<file path="config.mk">
export PLATFORM = sky130hd
export DESIGN_NAME = n_queens_backtrack_solver_unit
export DESIGN_NICKNAME = d
export VERILOG_FILES = /design/src/rtl/core/nqbs_pkg.sv /design/src/rtl/core/nqbs_board.sv /design/src/rtl/core/nqbs_store.sv /design/src/rtl/core/n_queens_backtrack_solver_unit.sv
export VERILOG_INCLUDE_DIRS = /design/src /design/src/rtl/core
export SDC_FILE = /design/constraint.sdc
export NUM_CORES = 1
export LEC_CHECK = 0
export BUFFER_PORTS_ARGS = -buffer_cell sky130_fd_sc_hd__buf_2
export CAP_MARGIN = 0
export CORE_UTILIZATION = 45
export DETAILED_ROUTE_END_ITERATION = 12
export HOLD_SLACK_MARGIN = 0.03
export PLACE_DENSITY = 0.73
export SLEW_MARGIN = 20
export SYNTH_ARGS = -nofsm -noshare
export SYNTH_HDL_FRONTEND = slang
export SYNTH_HIERARCHICAL = 1
export SYNTH_SLANG_ARGS = --single-unit
export TNS_END_PERCENT = 1
</file>
<file path="constraint.sdc">
create_clock -name clk -period 6.27 [get_ports clk]
set_input_delay 1.254 -clock clk [delete_from_list [all_inputs] [get_ports clk]]
set_output_delay 1.254 -clock clk [all_outputs]
set_load 0.02 [all_outputs]
</file>
<file path="src/rtl/core/assert_macros.svh">
// Assertion helper macros shared by the solver RTL.
// No dependencies; included by the files that carry assertions.
`ifndef ASSERT_MACROS_SVH
`define ASSERT_MACROS_SVH

// Property checked on every clock edge outside reset.
`define NQBS_ASSERT(lbl, clk, rst_n, prop, msg) \
  lbl: assert property (@(posedge clk) disable iff (!rst_n) prop) \
    else $error(msg);

// Same, written as antecedent and consequent in the same cycle.
`define NQBS_ASSERT_IMPL(lbl, clk, rst_n, ante, cons, msg) \
  lbl: assert property (@(posedge clk) disable iff (!rst_n) (ante) |-> (cons)) \
    else $error(msg);

`endif

</file>
<file path="src/rtl/core/nqbs_pkg.sv">
// Shared types for the N-queens backtracking solver.
// No dependencies; imported by all solver modules.
package nqbs_pkg;

  // Field widths fixed by the stream payload
  localparam int unsigned SIZE_W = 5;
  localparam int unsigned OUT_IDX_W = 4;
  localparam int unsigned IN_TDATA_W = 8;
  localparam int unsigned OUT_TDATA_W = 16;

  typedef enum logic [2:0] {
    S_IDLE,
    S_SEARCH,
    S_POP,
    S_EMIT_RD,
    S_EMIT_LD,
    S_NONE
  } nqbs_state_t;

  // Command to the occupancy/conflict unit
  typedef struct packed {
    logic clear;
    logic place;
    logic remove;
  } board_cmd_t;

endpackage

</file>
<file path="src/rtl/core/nqbs_board.sv">
// Occupancy masks (column, both diagonals) with the shared conflict check.
// Depends on nqbs_pkg and assert_macros.svh.
`include "assert_macros.svh"

module nqbs_board import nqbs_pkg::*; #(
  parameter int unsigned MAX_SIZE = 16
) (
  input  logic                        clk,
  input  logic                        rst_n,
  input  board_cmd_t                  cmd_i,
  input  logic [$clog2(MAX_SIZE)-1:0] row_i,
  input  logic [$clog2(MAX_SIZE)-1:0] col_i,
  output logic                        free_o
);

  localparam int unsigned DIAG_N = 2 * MAX_SIZE - 1;
  localparam int unsigned DW = $clog2(DIAG_N);

  logic [MAX_SIZE-1:0] col_mask_r, col_mask_nxt;
  logic [DIAG_N-1:0]   dn_mask_r, dn_mask_nxt;
  logic [DIAG_N-1:0]   up_mask_r, up_mask_nxt;
  logic [DW-1:0]       dn_idx;
  logic [DW-1:0]       up_idx;
  logic                occupied;

  assign dn_idx = DW'(row_i) + DW'(MAX_SIZE - 1) - DW'(col_i);
  assign up_idx = DW'(row_i) + DW'(col_i);

  assign free_o   = !col_mask_r[col_i] && !dn_mask_r[dn_idx] && !up_mask_r[up_idx];
  assign occupied = col_mask_r[col_i] && dn_mask_r[dn_idx] && up_mask_r[up_idx];

  always_comb begin
    col_mask_nxt = col_mask_r;
    dn_mask_nxt  = dn_mask_r;
    up_mask_nxt  = up_mask_r;
    if (cmd_i.clear) begin
      col_mask_nxt = '0;
      dn_mask_nxt  = '0;
      up_mask_nxt  = '0;
    end else if (cmd_i.place || cmd_i.remove) begin
      col_mask_nxt[col_i] = ~col_mask_r[col_i];
      dn_mask_nxt[dn_idx] = ~dn_mask_r[dn_idx];
      up_mask_nxt[up_idx] = ~up_mask_r[up_idx];
    end
  end

  always_ff @(posedge clk) begin
    if (!rst_n) begin
      col_mask_r <= '0;
      dn_mask_r  <= '0;
      up_mask_r  <= '0;
    end else begin
      col_mask_r <= col_mask_nxt;
      dn_mask_r  <= dn_mask_nxt;
      up_mask_r  <= up_mask_nxt;
    end
  end

  `NQBS_ASSERT_IMPL(a_place_free, clk, rst_n, cmd_i.place, free_o, "queen placed on attacked cell")
  `NQBS_ASSERT_IMPL(a_remove_held, clk, rst_n, cmd_i.remove, occupied, "removed queen not present")
  `NQBS_ASSERT(a_mask_counts, clk, rst_n, ($countones(col_mask_r) == $countones(dn_mask_r)) && ($countones(col_mask_r) == $countones(up_mask_r)), "mask populations diverged")

endmodule

</file>
<file path="src/rtl/core/nqbs_store.sv">
// Per-row queen column stack: one write port, one registered read port.
// Depends on nqbs_pkg.
module nqbs_store import nqbs_pkg::*; #(
  parameter int unsigned MAX_SIZE = 16
) (
  input  logic                        clk,
  input  logic                        we_i,
  input  logic [$clog2(MAX_SIZE)-1:0] waddr_i,
  input  logic [$clog2(MAX_SIZE)-1:0] wdata_i,
  input  logic [$clog2(MAX_SIZE)-1:0] raddr_i,
  output logic [$clog2(MAX_SIZE)-1:0] rdata_o
);

  localparam int unsigned IDX_W = $clog2(MAX_SIZE);

  logic [IDX_W-1:0] mem [MAX_SIZE];
  logic [IDX_W-1:0] rdata_r;

  always_ff @(posedge clk) begin
    if (we_i) begin
      mem[waddr_i] <= wdata_i;
    end
    rdata_r <= mem[raddr_i];
  end

  assign rdata_o = rdata_r;

endmodule

</file>
<file path="src/rtl/core/n_queens_backtrack_solver_unit.sv">
// N-queens first-solution search: sequencer, column stack and output register.
// Depends on nqbs_pkg, nqbs_board, nqbs_store and assert_macros.svh.
//
// Each input transaction carries a board size; the unit searches depth-first for
// the first placement and returns one transaction per row (found=1, row, column,
// tlast on the final row) or a single found=0 transaction with tlast set. Sizes
// of zero or above MAX_SIZE give the not-found answer. in_tready is high only
// while no search runs. The shared conflict check tests one candidate column
// per cycle, each backtrack is a stack read and then the queen removal, and
// each reported row is a stack read and then an output load, which waits while
// the output register still holds an untaken result. At size 16 about ten
// thousand queens are placed and removed before the first placement turns up.
// The previous result may still be waiting in the output register when the
// next board size is taken.
`include "assert_macros.svh"

module n_queens_backtrack_solver_unit import nqbs_pkg::*; #(
  parameter int unsigned MAX_SIZE = 16
) (
  input  logic                   clk,
  input  logic                   rst_n,
  input  logic                   in_tvalid,
  output logic                   in_tready,
  input  logic [IN_TDATA_W-1:0]  in_tdata,   // [4:0] board_size, [7:5] zero
  output logic                   out_tvalid,
  input  logic                   out_tready,
  output logic [OUT_TDATA_W-1:0] out_tdata,  // [0] found, [4:1] row_index,
                                             // [8:5] queen_column, [15:9] zero
  output logic                   out_tlast
);

  localparam int unsigned IDX_W = $clog2(MAX_SIZE);
  localparam int unsigned CNT_W = $clog2(MAX_SIZE + 1);
  localparam logic [SIZE_W:0] MAX_SIZE_V = (SIZE_W + 1)'(MAX_SIZE);

  nqbs_state_t state_r, state_nxt;
  logic [CNT_W-1:0] n_r, n_nxt;
  logic [CNT_W-1:0] row_r, row_nxt;
  logic [CNT_W-1:0] col_r, col_nxt;
  logic [CNT_W-1:0] emit_r, emit_nxt;
  logic [CNT_W-1:0] row_dec;

  logic                 out_valid_r, out_valid_nxt;
  logic                 out_found_r, out_found_nxt;
  logic [OUT_IDX_W-1:0] out_row_r, out_row_nxt;
  logic [OUT_IDX_W-1:0] out_col_r, out_col_nxt;
  logic                 out_last_r, out_last_nxt;
  logic                 out_free;

  logic [SIZE_W-1:0] in_size;
  logic              size_ok;

  board_cmd_t       bcmd;
  logic [IDX_W-1:0] b_row, b_col;
  logic             b_free;

  logic             st_we;
  logic [IDX_W-1:0] st_waddr, st_wdata, st_raddr, st_rdata;

  nqbs_board #(.MAX_SIZE(MAX_SIZE)) u_board (
    .clk    (clk),
    .rst_n  (rst_n),
    .cmd_i  (bcmd),
    .row_i  (b_row),
    .col_i  (b_col),
    .free_o (b_free)
  );

  nqbs_store #(.MAX_SIZE(MAX_SIZE)) u_store (
    .clk     (clk),
    .we_i    (st_we),
    .waddr_i (st_waddr),
    .wdata_i (st_wdata),
    .raddr_i (st_raddr),
    .rdata_o (st_rdata)
  );

  assign in_size  = in_tdata[SIZE_W-1:0];
  assign size_ok  = (in_size != '0) && ({1'b0, in_size} <= MAX_SIZE_V);
  assign out_free = !out_valid_r || out_tready;
  assign row_dec  = row_r - CNT_W'(1);
  assign in_tready = (state_r == S_IDLE);

  always_comb begin
    state_nxt     = state_r;
    n_nxt         = n_r;
    row_nxt       = row_r;
    col_nxt       = col_r;
    emit_nxt      = emit_r;
    out_valid_nxt = out_valid_r && !out_tready;
    out_found_nxt = out_found_r;
    out_row_nxt   = out_row_r;
    out_col_nxt   = out_col_r;
    out_last_nxt  = out_last_r;
    bcmd          = '0;
    b_row         = row_r[IDX_W-1:0];
    b_col         = col_r[IDX_W-1:0];
    st_we         = 1'b0;
    st_waddr      = row_r[IDX_W-1:0];
    st_wdata      = col_r[IDX_W-1:0];
    st_raddr      = emit_r[IDX_W-1:0];

    case (state_r)
      S_IDLE: begin
        if (in_tvalid) begin
          if (size_ok) begin
            n_nxt      = CNT_W'(in_size);
            row_nxt    = '0;
            col_nxt    = '0;
            bcmd.clear = 1'b1;
            state_nxt  = S_SEARCH;
          end else begin
            state_nxt = S_NONE;
          end
        end
      end
      S_SEARCH: begin
        if (row_r == n_r) begin
          emit_nxt  = '0;
          state_nxt = S_EMIT_RD;
        end else if (col_r == n_r) begin
          if (row_r == '0) begin
            state_nxt = S_NONE;
          end else begin
            // step back one row; its column comes out of the stack next cycle
            row_nxt   = row_dec;
            st_raddr  = row_dec[IDX_W-1:0];
            state_nxt = S_POP;
          end
        end else if (b_free) begin
          bcmd.place = 1'b1;
          st_we      = 1'b1;
          row_nxt    = row_r + CNT_W'(1);
          col_nxt    = '0;
        end else begin
          col_nxt = col_r + CNT_W'(1);
        end
      end
      S_POP: begin
        b_col       = st_rdata;
        bcmd.remove = 1'b1;
        col_nxt     = CNT_W'(st_rdata) + CNT_W'(1);
        state_nxt   = S_SEARCH;
      end
      S_EMIT_RD: begin
        state_nxt = S_EMIT_LD;
      end
      S_EMIT_LD: begin
        if (out_free) begin
          out_valid_nxt = 1'b1;
          out_found_nxt = 1'b1;
          out_row_nxt   = OUT_IDX_W'(emit_r);
          out_col_nxt   = OUT_IDX_W'(st_rdata);
          out_last_nxt  = (emit_r + CNT_W'(1) == n_r);
          emit_nxt      = emit_r + CNT_W'(1);
          state_nxt     = (emit_r + CNT_W'(1) == n_r) ? S_IDLE : S_EMIT_RD;
        end
      end
      S_NONE: begin
        if (out_free) begin
          out_valid_nxt = 1'b1;
          out_found_nxt = 1'b0;
          out_row_nxt   = '0;
          out_col_nxt   = '0;
          out_last_nxt  = 1'b1;
          state_nxt     = S_IDLE;
        end
      end
      default: begin
        state_nxt = S_IDLE;
      end
    endcase
  end

  always_ff @(posedge clk) begin
    if (!rst_n) begin
      state_r     <= S_IDLE;
      n_r         <= '0;
      row_r       <= '0;
      col_r       <= '0;
      emit_r      <= '0;
      out_valid_r <= 1'b0;
    end else begin
      state_r     <= state_nxt;
      n_r         <= n_nxt;
      row_r       <= row_nxt;
      col_r       <= col_nxt;
      emit_r      <= emit_nxt;
      out_valid_r <= out_valid_nxt;
    end
  end

  always_ff @(posedge clk) begin
    out_found_r <= out_found_nxt;
    out_row_r   <= out_row_nxt;
    out_col_r   <= out_col_nxt;
    out_last_r  <= out_last_nxt;
  end

  assign out_tvalid = out_valid_r;
  assign out_tlast  = out_last_r;
  assign out_tdata  = {(OUT_TDATA_W - 2 * OUT_IDX_W - 1)'(0), out_col_r, out_row_r,
                       out_found_r};

  `NQBS_ASSERT_IMPL(a_search_row_bound, clk, rst_n, state_r == S_SEARCH, row_r <= n_r, "row ran past board size")
  `NQBS_ASSERT_IMPL(a_pop_row_bound, clk, rst_n, state_r == S_POP, row_r < n_r, "backtrack row out of range")

endmodule

</file>
# [Word level (Yosys, flattened, before mapping)]
# Memory sizes are Yosys's and may differ from the RTL's. A register that Yosys moved wholly into a read port is not among the register bits.
# Cells that the tools add are included.
[totals] reg_bits=112 latchBits=0 mem_bits_rw=64 mem_bits_ro=0 input_bits=12 output_inout_bits=19 memories=1
[classes] addsub=8 mul=0 div=0 n_lt_le_gt_ge=7 n_eq_ne=18 shifts=0 mux=65 bitwise_logic=4 n_reduce_logical=29
[memory_table] memory="u_store.mem" depth=16 word_bits=4 read_ports=1 rd_clocked_by_memory_dff=1 write_ports=1 line="nqbs_store.sv:16" text="logic [IDX_W-1:0] mem [MAX_SIZE];"
[ops] op="$bwmux 31" n=2
[ops] op="$mux 5" n=11
[ops] op="$mux 4" n=8
[ops] op="$mux 1" n=21
[ops] op="$mux 3" n=7
[ops] op="$pmux 5 s2" n=2
[ops] op="$pmux 3 s6" n=1
[ops] op="$bwmux 16" n=1
[ops] op="$pmux 4 s2" n=2
[ops] op="$add 5x1->5 const B" n=3
[ops] op="$eq 5x5->1" n=3
[ops] op="$pmux 5 s3" n=1
[ops] op="$lt 5x6->1 const B" n=2
[ops] op="$ne 2x2->1 const B" n=6
[ops] op="$bmux 1 s5" n=2
[ops] op="$demux 1 s5" n=2
[ops] op="$ge 5x1->1 const B" n=2
[ops] op="$ne 3x3->1 const B" n=3
[ops] op="$reduce_and 3->1" n=3
[ops] op="$logic_and 1x1->1" n=7
[ops] op="$eq 3x2->1 const B" n=2
[ops] op="$eq 3x3->1 const B" n=2
[ops] op="$reduce_and 6->1" n=1
[ops] op="$reduce_bool 2->1" n=3
[ops] op="24 further kinds" n=34

# [Logic depth before layout (Yosys ltp)]
# Gate-level depths: netlist of run 1.
[depth] depth_word=14 mapped_depth=25 depth_no_buf=20

# [Hierarchy]
# The synthesis of run 1 kept the hierarchy.
[by_module_without_submodules] module="nqbs_board" instances=1 cells_each=464 area_each_um2=4106.4 seq_area_each_um2=1561.5
[by_module_without_submodules] module="nqbs_store" instances=1 cells_each=130 area_each_um2=2666.3 seq_area_each_um2=2001.9
[by_module_without_submodules] module="n_queens_backtrack_solver_unit" instances=1 cells_each=256 area_each_um2=2235.9 seq_area_each_um2=780.7

# [Least setup slack after synthesis of run 1]
# No wires, ideal clock.
[synth_timing] path_kind="register -> register" start="reg state_r[1]" end="reg u_board.up_mask_r[24]" setup_ns=0.091 arrival_ns=5.718 t_required_ns=6.179 slack_ns=0.461 stages_incl_launch_ff=26 path_buffers=8 synth_period_minus_slack_ns=5.809 cell_sequence="dfxtp_1 clkbuf_1 nand2_1 mux2_2 clkbuf_1 inv_1 ha_1 inv_1 fa_1 clkbuf_1 clkbuf_1 mux4_2 mux2i_1 nor3b_1 or4_1 buf_2 buf_6 nor3b_1 and3_1 or2_2 clkbuf_1 nand2_1 nor2_1 clkbuf_1 a21oi_1 a311oi_1"
[synth_lines] element="start: declaration" line="n_queens_backtrack_solver_unit.sv:36" text="nqbs_state_t state_r, state_nxt;"
[synth_lines] element="start signal: assignment" line="n_queens_backtrack_solver_unit.sv:184" text="state_r <= state_nxt;"
[synth_lines] element="end signal: assignment" line="nqbs_board.sv:55" text="up_mask_r <= up_mask_nxt;"
[synth_lines] element="end: declaration" line="nqbs_board.sv:21" text="logic [DIAG_N-1:0] up_mask_r, up_mask_nxt;"

==> qor.txt, run 1 <==
status - finished, final reports clean
core area - 19,500 µm²
Starting Density - 0.461
Period minus WS final - 5710 ps
initial antenna violation count - 0
Total Wirelength - 19.4 mm
CTS max path bufs - 2
fmax - 175 MHz
ys async rst share - 0
skew final - 11.3 ps
footprint of the multi-input gates - 4320 µm²
setup bufs post-CTS - 0
max-slew violation count - 0
largest net degree at the start of global routing - 56
Avg Cell Area, Syn - 10.6 µm²
PwrDens - 459 nW/µm²
register area share after synthesis - 0.482
clk sinks - 180
Die Ht - 143 µm
Worst-Margin Slew - 953 ps
cell total after placement - 1,107
peak supply drop - 0.231 mV
fin cells - 1,139
utilization after layout - 0.507
Max Cap Violations - 0
drt pass-1 iters - 7
Syn-to-layout area delta - 10.0%
Yosys warning count - 6
vias post-DR - 6,664
H-tree depth - 4
all-layer global routing usage - 0.198
share of layout cells above drive strength 1 - 0.133
CTS Root Cell - clkbuf_16
Leakage - 3.51 nW
CTS Hold Bufs - 0
die area - 20,600 µm²
Post-synth EDFFs - 74
CTS tree - yes
Startpoint Class - register
ant diodes - 0
NumNets Final - 889
# fillers - 1,771
Overflow after GRT - 0
most common cell after layout, fill and taps aside - dfxtp_1
top post-synthesis cells by area - edfxtp_1 25%, dfxtp_1 24%, mux4_2 5.0%
fin crit share - 0.911
commonest non-fill, non-tap cells in the layout - 106 x dfxtp_1, 85 x nor2_1, 82 x a21oi_1
initial drt markers - 641
Num CTS Buffers - 17
worst-path fanout max - 14
RSZ-0062 raised after global routing - no
Distinct cells, synth - 74
worst endpoint required time - 6360 ps
port buffer count - 20
Final GP Congestion - 0.823
DP Wirelength - 12.6 mm
io pins - 31
crit end category - register
number of global-route vias before repair - 6,166
standard-cell rows - 51
Syn Std Cell Area - 9010 µm²
Post-Route Setup TNS - 0 ps
Clock Latency Late Sink - 430 ps
Worst EP arrival - 5800 ps
CTS clk-pin slew, worst paths - 70 ps
drc violations - 0
DR WL/cell - 17.0 µm
area share of the largest cell type after synthesis - 0.247
Min-Delay Path Class - reg -> reg
design area - 9910 µm²
worst setup path class - reg -> reg
Fin. Hold Viols - 0
Finish-stage setup viols - 0
post_cts resized - 0
Syn Inst Count - 850
Reg2Reg Setup Slack - 560 ps
Rel. slew slack - 0.365
storage element area - 4340 µm²
overall power - 4.55 mW
placed cell area - 9360 µm²
die width - 143 µm
Synth area leader - edfxtp_1
Via density - 5.85
ys flop type - dfxtp_1
global-route wire length before repair - 31.9 mm
flops & latches, synth - 180
post-route ant nets - 0
-- worst paths after layout --
check / from / end / cells after the start
setup reg to reg: state_r[1]$_SDFFE_PN0P_ / u_store/mem[3][2]$_DFFE_PP_ / 16
hold reg to reg: u_board/col_mask_r[5]$_SDFFE_PP0P_ / u_board/col_mask_r[5]$_SDFFE_PP0P_ / 2
setup / recovery: state_r[1]$_SDFFE_PN0P_ / u_store/mem[3][2]$_DFFE_PP_ / 16
hold / removal: u_board/col_mask_r[5]$_SDFFE_PP0P_ / u_board/col_mask_r[5]$_SDFFE_PP0P_ / 2
-- metal layers --
| layer | up-vias | share of wire | global-route usage |
|---|---|---|---|
| met5 | - | 0 | 0 |
| met4 | 0 | 0.010 | 0.0526 |
| met3 | 15 | 0.051 | 0.0407 |
| met2 | 211 | 0.49 | 0.328 |
| met1 | 3216 | 0.45 | 0.263 |
| li1 | 3222 | - | - |
-- synth_stat cells (all sizes together), types with 4 or more instances --
cell	count
a21boi	6
a21oi	84
a22oi	6
a311oi	41
and2	15
and3	9
buf	33
clkbuf	29
dfxtp	106
edfxtp	74
ha	14
inv	14
mux2	6
mux2i	15
mux4	34
nand2	49
nand2b	5
nand3	34
nand3b	4
nor2	85
nor2b	21
nor3	33
nor4	4
o21ai	39
o221ai	4
or2	4
xnor2	14
xor2	13
-- cell type report --
cell class,instances,share of cell area
multi-input combinational,600,0.436
sequential,180,0.438
clock buffer,18,0.0433
tap,265,0.0335
timing repair buffer,48,0.0313
clock inverter,14,0.0120
inverter,14,0.00530
-- flip-flops by register name (all words and copies together) (netlist names) --
| signal | flops |
|---|---|
| out_tvalid | 1 |
| u_store/mem | 64 |
| out_row_r | 4 |
| out_found_r | 1 |
| row_r | 5 |
| u_store/rdata_o | 4 |
| out_tlast | 1 |
| out_col_r | 4 |
| state_r | 3 |
| emit_r | 5 |
| col_r | 5 |
| u_board/up_mask_r | 31 |
| u_board/col_mask_r | 16 |
| u_board/dn_mask_r | 31 |
| n_r | 5 |
-- per-stage QoR --
| stage | hold WS (ps) | setup WS [ps] |
|---|---|---|
| 6_report | 456 | 559 |
| 5_1_grt | 478 | 193 |
| 4_1_cts | 457 | 599 |
| 3_5_place_dp | 447 | 619 |
| 3_3_place_gp | 446 | 704 |
| 2_1_floorplan | 433 | 461 |
-- worst max-delay path, cell delays in order (launching register included) --
cell and delay (ps):
dfxtp_1 580, nand2_1 170, mux2_2 430, inv_1 140, ha_1 180, inv_1 60
fa_1 900, mux4_2 410, nand2_1 90, nand2_1 60, and3_1 170, or4_1 560
nor3b_1 230, buf_4 170, and3_1 330, or3b_2 530, nor2_1 350
-- power by group --
| part | total, mW | internal, mW | switching, mW |
|---|---|---|---|
| Clock | 1.00 | 0.521 | 0.481 |
| Sequential | 1.44 | 1.35 | 0.0926 |
| Combinational | 2.11 | 0.771 | 1.34 |
| Total | 4.55 | 2.64 | 1.91 |
-- kinds of logic (layout without fill, tap and decap cells) --
family	after synthesis	in the layout	share of synthesized area
simple gates	278	278	0.151
compound gates	217	217	0.158
flops	180	180	0.482
buf+inv	76	94	0.0433
mux	55	55	0.115
xor+xnor	27	27	0.0263
fa+ha+maj	16	16	0.0239
other cells	1	7	0.000416
No activity file was read; power rests on OpenSTA's default activity.
==> run 2, diff against run 1 <==
--- a/config.mk
+++ b/config.mk
@@ -8,10 +8,10 @@
 export LEC_CHECK = 0
 export BUFFER_PORTS_ARGS = -buffer_cell sky130_fd_sc_hd__buf_2
 export CAP_MARGIN = 0
-export CORE_UTILIZATION = 45
+export CORE_UTILIZATION = 30
 export DETAILED_ROUTE_END_ITERATION = 12
 export HOLD_SLACK_MARGIN = 0.03
-export PLACE_DENSITY = 0.73
+export PLACE_DENSITY = 0.56
 export SLEW_MARGIN = 20
 export SYNTH_ARGS = -nofsm -noshare
 export SYNTH_HDL_FRONTEND = slang
==> run 2 against run 1 <==
- total power rose by 3.0%
- setup slack got worse by 92 ps
- first-iteration DRC count fell by 13%
- core utilization fell by 16 points
- worst hold slack improved by 0.73 ps
- final cell count rose by 11%
- highest routed layer unchanged
==> qor.txt, run 2 (synthesized netlist as in run 1, its figures left out) <==
status - finished, final reports clean
CP max stage cell - fa_1
CTS Root Cell - clkbuf_16
share of layout cells above drive strength 1 - 0.134
Via density - 5.16
CTS max path bufs - 2
Period minus WS final - 5800 ps
initial antenna violation count - 0
fmax - 172 MHz
port buffer count - 20
drc violations - 0
Die Ht - 175 µm
peak supply drop - 0.237 mV
standard-cell rows - 63
Largest register FFs - 64
Startpoint Class - register
family with the most delay on the worst path - simple AND/OR/NAND/NOR gates
Fin. Hold Viols - 0
core area - 29,600 µm²
crit end category - register
global-route wire length before repair - 33.1 mm
commonest non-fill, non-tap cells in the layout - 106 x dfxtp_1, 85 x nor2_1, 83 x a21oi_1
Overflow after GRT - 0
fin crit share - 0.926
Min-Delay Path Class - reg -> reg
ant diodes - 0
DR WL/cell - 16.1 µm
drt pass-1 iters - 5
worst-path fanout max - 16
NumNets Final - 890
die area - 30,700 µm²
# fillers - 2,917
post_cts resized - 0
DP Wirelength - 13.3 mm
Rel. slew slack - 0.297
fin cells - 1,265
largest registers - u_store/mem x64, u_board/dn_mask_r x31, u_board/up_mask_r x31
slowest stage delay, CP - 900 ps
number of global-route vias before repair - 6,156
post-route ant nets - 0
CTS clk-pin slew, worst paths - 80 ps
worst setup path class - reg -> reg
all-layer global routing usage - 0.135
Num CTS Buffers - 17
cell total after placement - 1,233
vias post-DR - 6,525
setup bufs post-CTS - 0
Starting Density - 0.305
skew final - 26.9 ps
most common cell after layout, fill and taps aside - dfxtp_1
largest net degree at the start of global routing - 56
crit path cell chain - nor2_1 -> nand2_1 -> mux2_2 -> inv_1 -> ha_1 -> inv_1 -> fa_1 -> mux4_2 -> nand2_1 -> nand2_1 -> and3_1 -> or4_1 -> nor3b_1 -> buf_4 -> and3_1 -> or2_2 -> and3_1 -> a21oi_1 -> a311oi_1
max-slew violation count - 0
CTS Hold Bufs - 0
Syn-to-layout area delta - 12.5%
Reg2Reg Setup Slack - 470 ps
H-tree depth - 4
overall power - 4.69 mW
design area - 10,100 µm²
Total Wirelength - 20.4 mm
most flop-heavy register - u_store/mem
die width - 175 µm
CTS tree - yes
Final GP Congestion - 0.793
utilization after layout - 0.343
worst endpoint required time - 6600 ps
Max Cap Violations - 0
Clock Latency Late Sink - 450 ps
io pins - 31
Post-Route Setup TNS - 0 ps
Finish-stage setup viols - 0
clk sinks - 180
Worst EP arrival - 6130 ps
RSZ-0062 raised after global routing - no
initial drt markers - 556
Leakage - 3.54 nW
Worst-Margin Slew - 1050 ps
PwrDens - 462 nW/µm²
buffers plus inverters on the worst setup path - 3
placed cell area - 9520 µm²
run 2: cell types whose count changed in the layout (fill, tap and decap cells not counted):
cell and delta:
clkinv_8 +2, a21oi_2 -1, a21oi_1 +1, bufinv_16 +1, inv_12 +2, clkinv_4 -1, clkinv_2 -2, clkinv_1 -1
buf_4 +1, nor2b_1 +1, nor2b_2 -1, clkbuf_1 -1
run 2: through the flow:
| step | worst slack [ps] | hold slack (ps) |
|---|---|---|
| 2_1_floorplan | 461 | 433 |
| 6_report | 467 | 456 |
| 5_1_grt | 72.9 | 472 |
| 4_1_cts | 423 | 459 |
| 3_5_place_dp | 479 | 450 |
| 3_3_place_gp | 566 | 443 |
run 2: final timing paths:
path	startpoint	cells after the start	to
worst max-delay path	state_r[2]$_SDFFE_PN0P_	19	u_board/up_mask_r[26]$_SDFFE_PP0P_
worst min-delay path	u_board/col_mask_r[2]$_SDFFE_PP0P_	2	u_board/col_mask_r[2]$_SDFFE_PP0P_
worst max register to register	state_r[2]$_SDFFE_PN0P_	19	u_board/up_mask_r[26]$_SDFFE_PP0P_
worst min register to register	u_board/col_mask_r[2]$_SDFFE_PP0P_	2	u_board/col_mask_r[2]$_SDFFE_PP0P_
run 2: layer usage:
layer / wire, µm / vias up / part of all wire / track usage
li1: - / 3239 / - / -
met3: 785 / 17 / 0.038 / 0.0279
met5: 0 / - / 0 / 0
met1: 9780 / 3126 / 0.48 / 0.185
met2: 9640 / 143 / 0.47 / 0.218
met4: 190 / 0 / 0.0093 / 0.0315
run 2: area by class of cell:
type	instances	area, µm²	share of cell area
clock buffers	17	425	0.0420
inverters	14	52.6	0.00518
multi-input cells	600	4320	0.426
flip-flops and latches	180	4340	0.429
repair buffers	49	318	0.0314
clock inverters	15	191	0.0189
well taps	390	488	0.0481
run 2: power by group:
group	leakage [nW]	switching, mW	internal [mW]	total, mW
combinational	1.67	1.36	0.772	2.13
clock	0.299	0.536	0.581	1.12
sequential	1.57	0.0866	1.35	1.44
total	3.54	1.98	2.70	4.69
run 2: worst min-delay path, cell delays in order, from the launching register on:
cell and delay [ps]:
dfxtp_1 310, nand2_1 50, a21oi_1 50
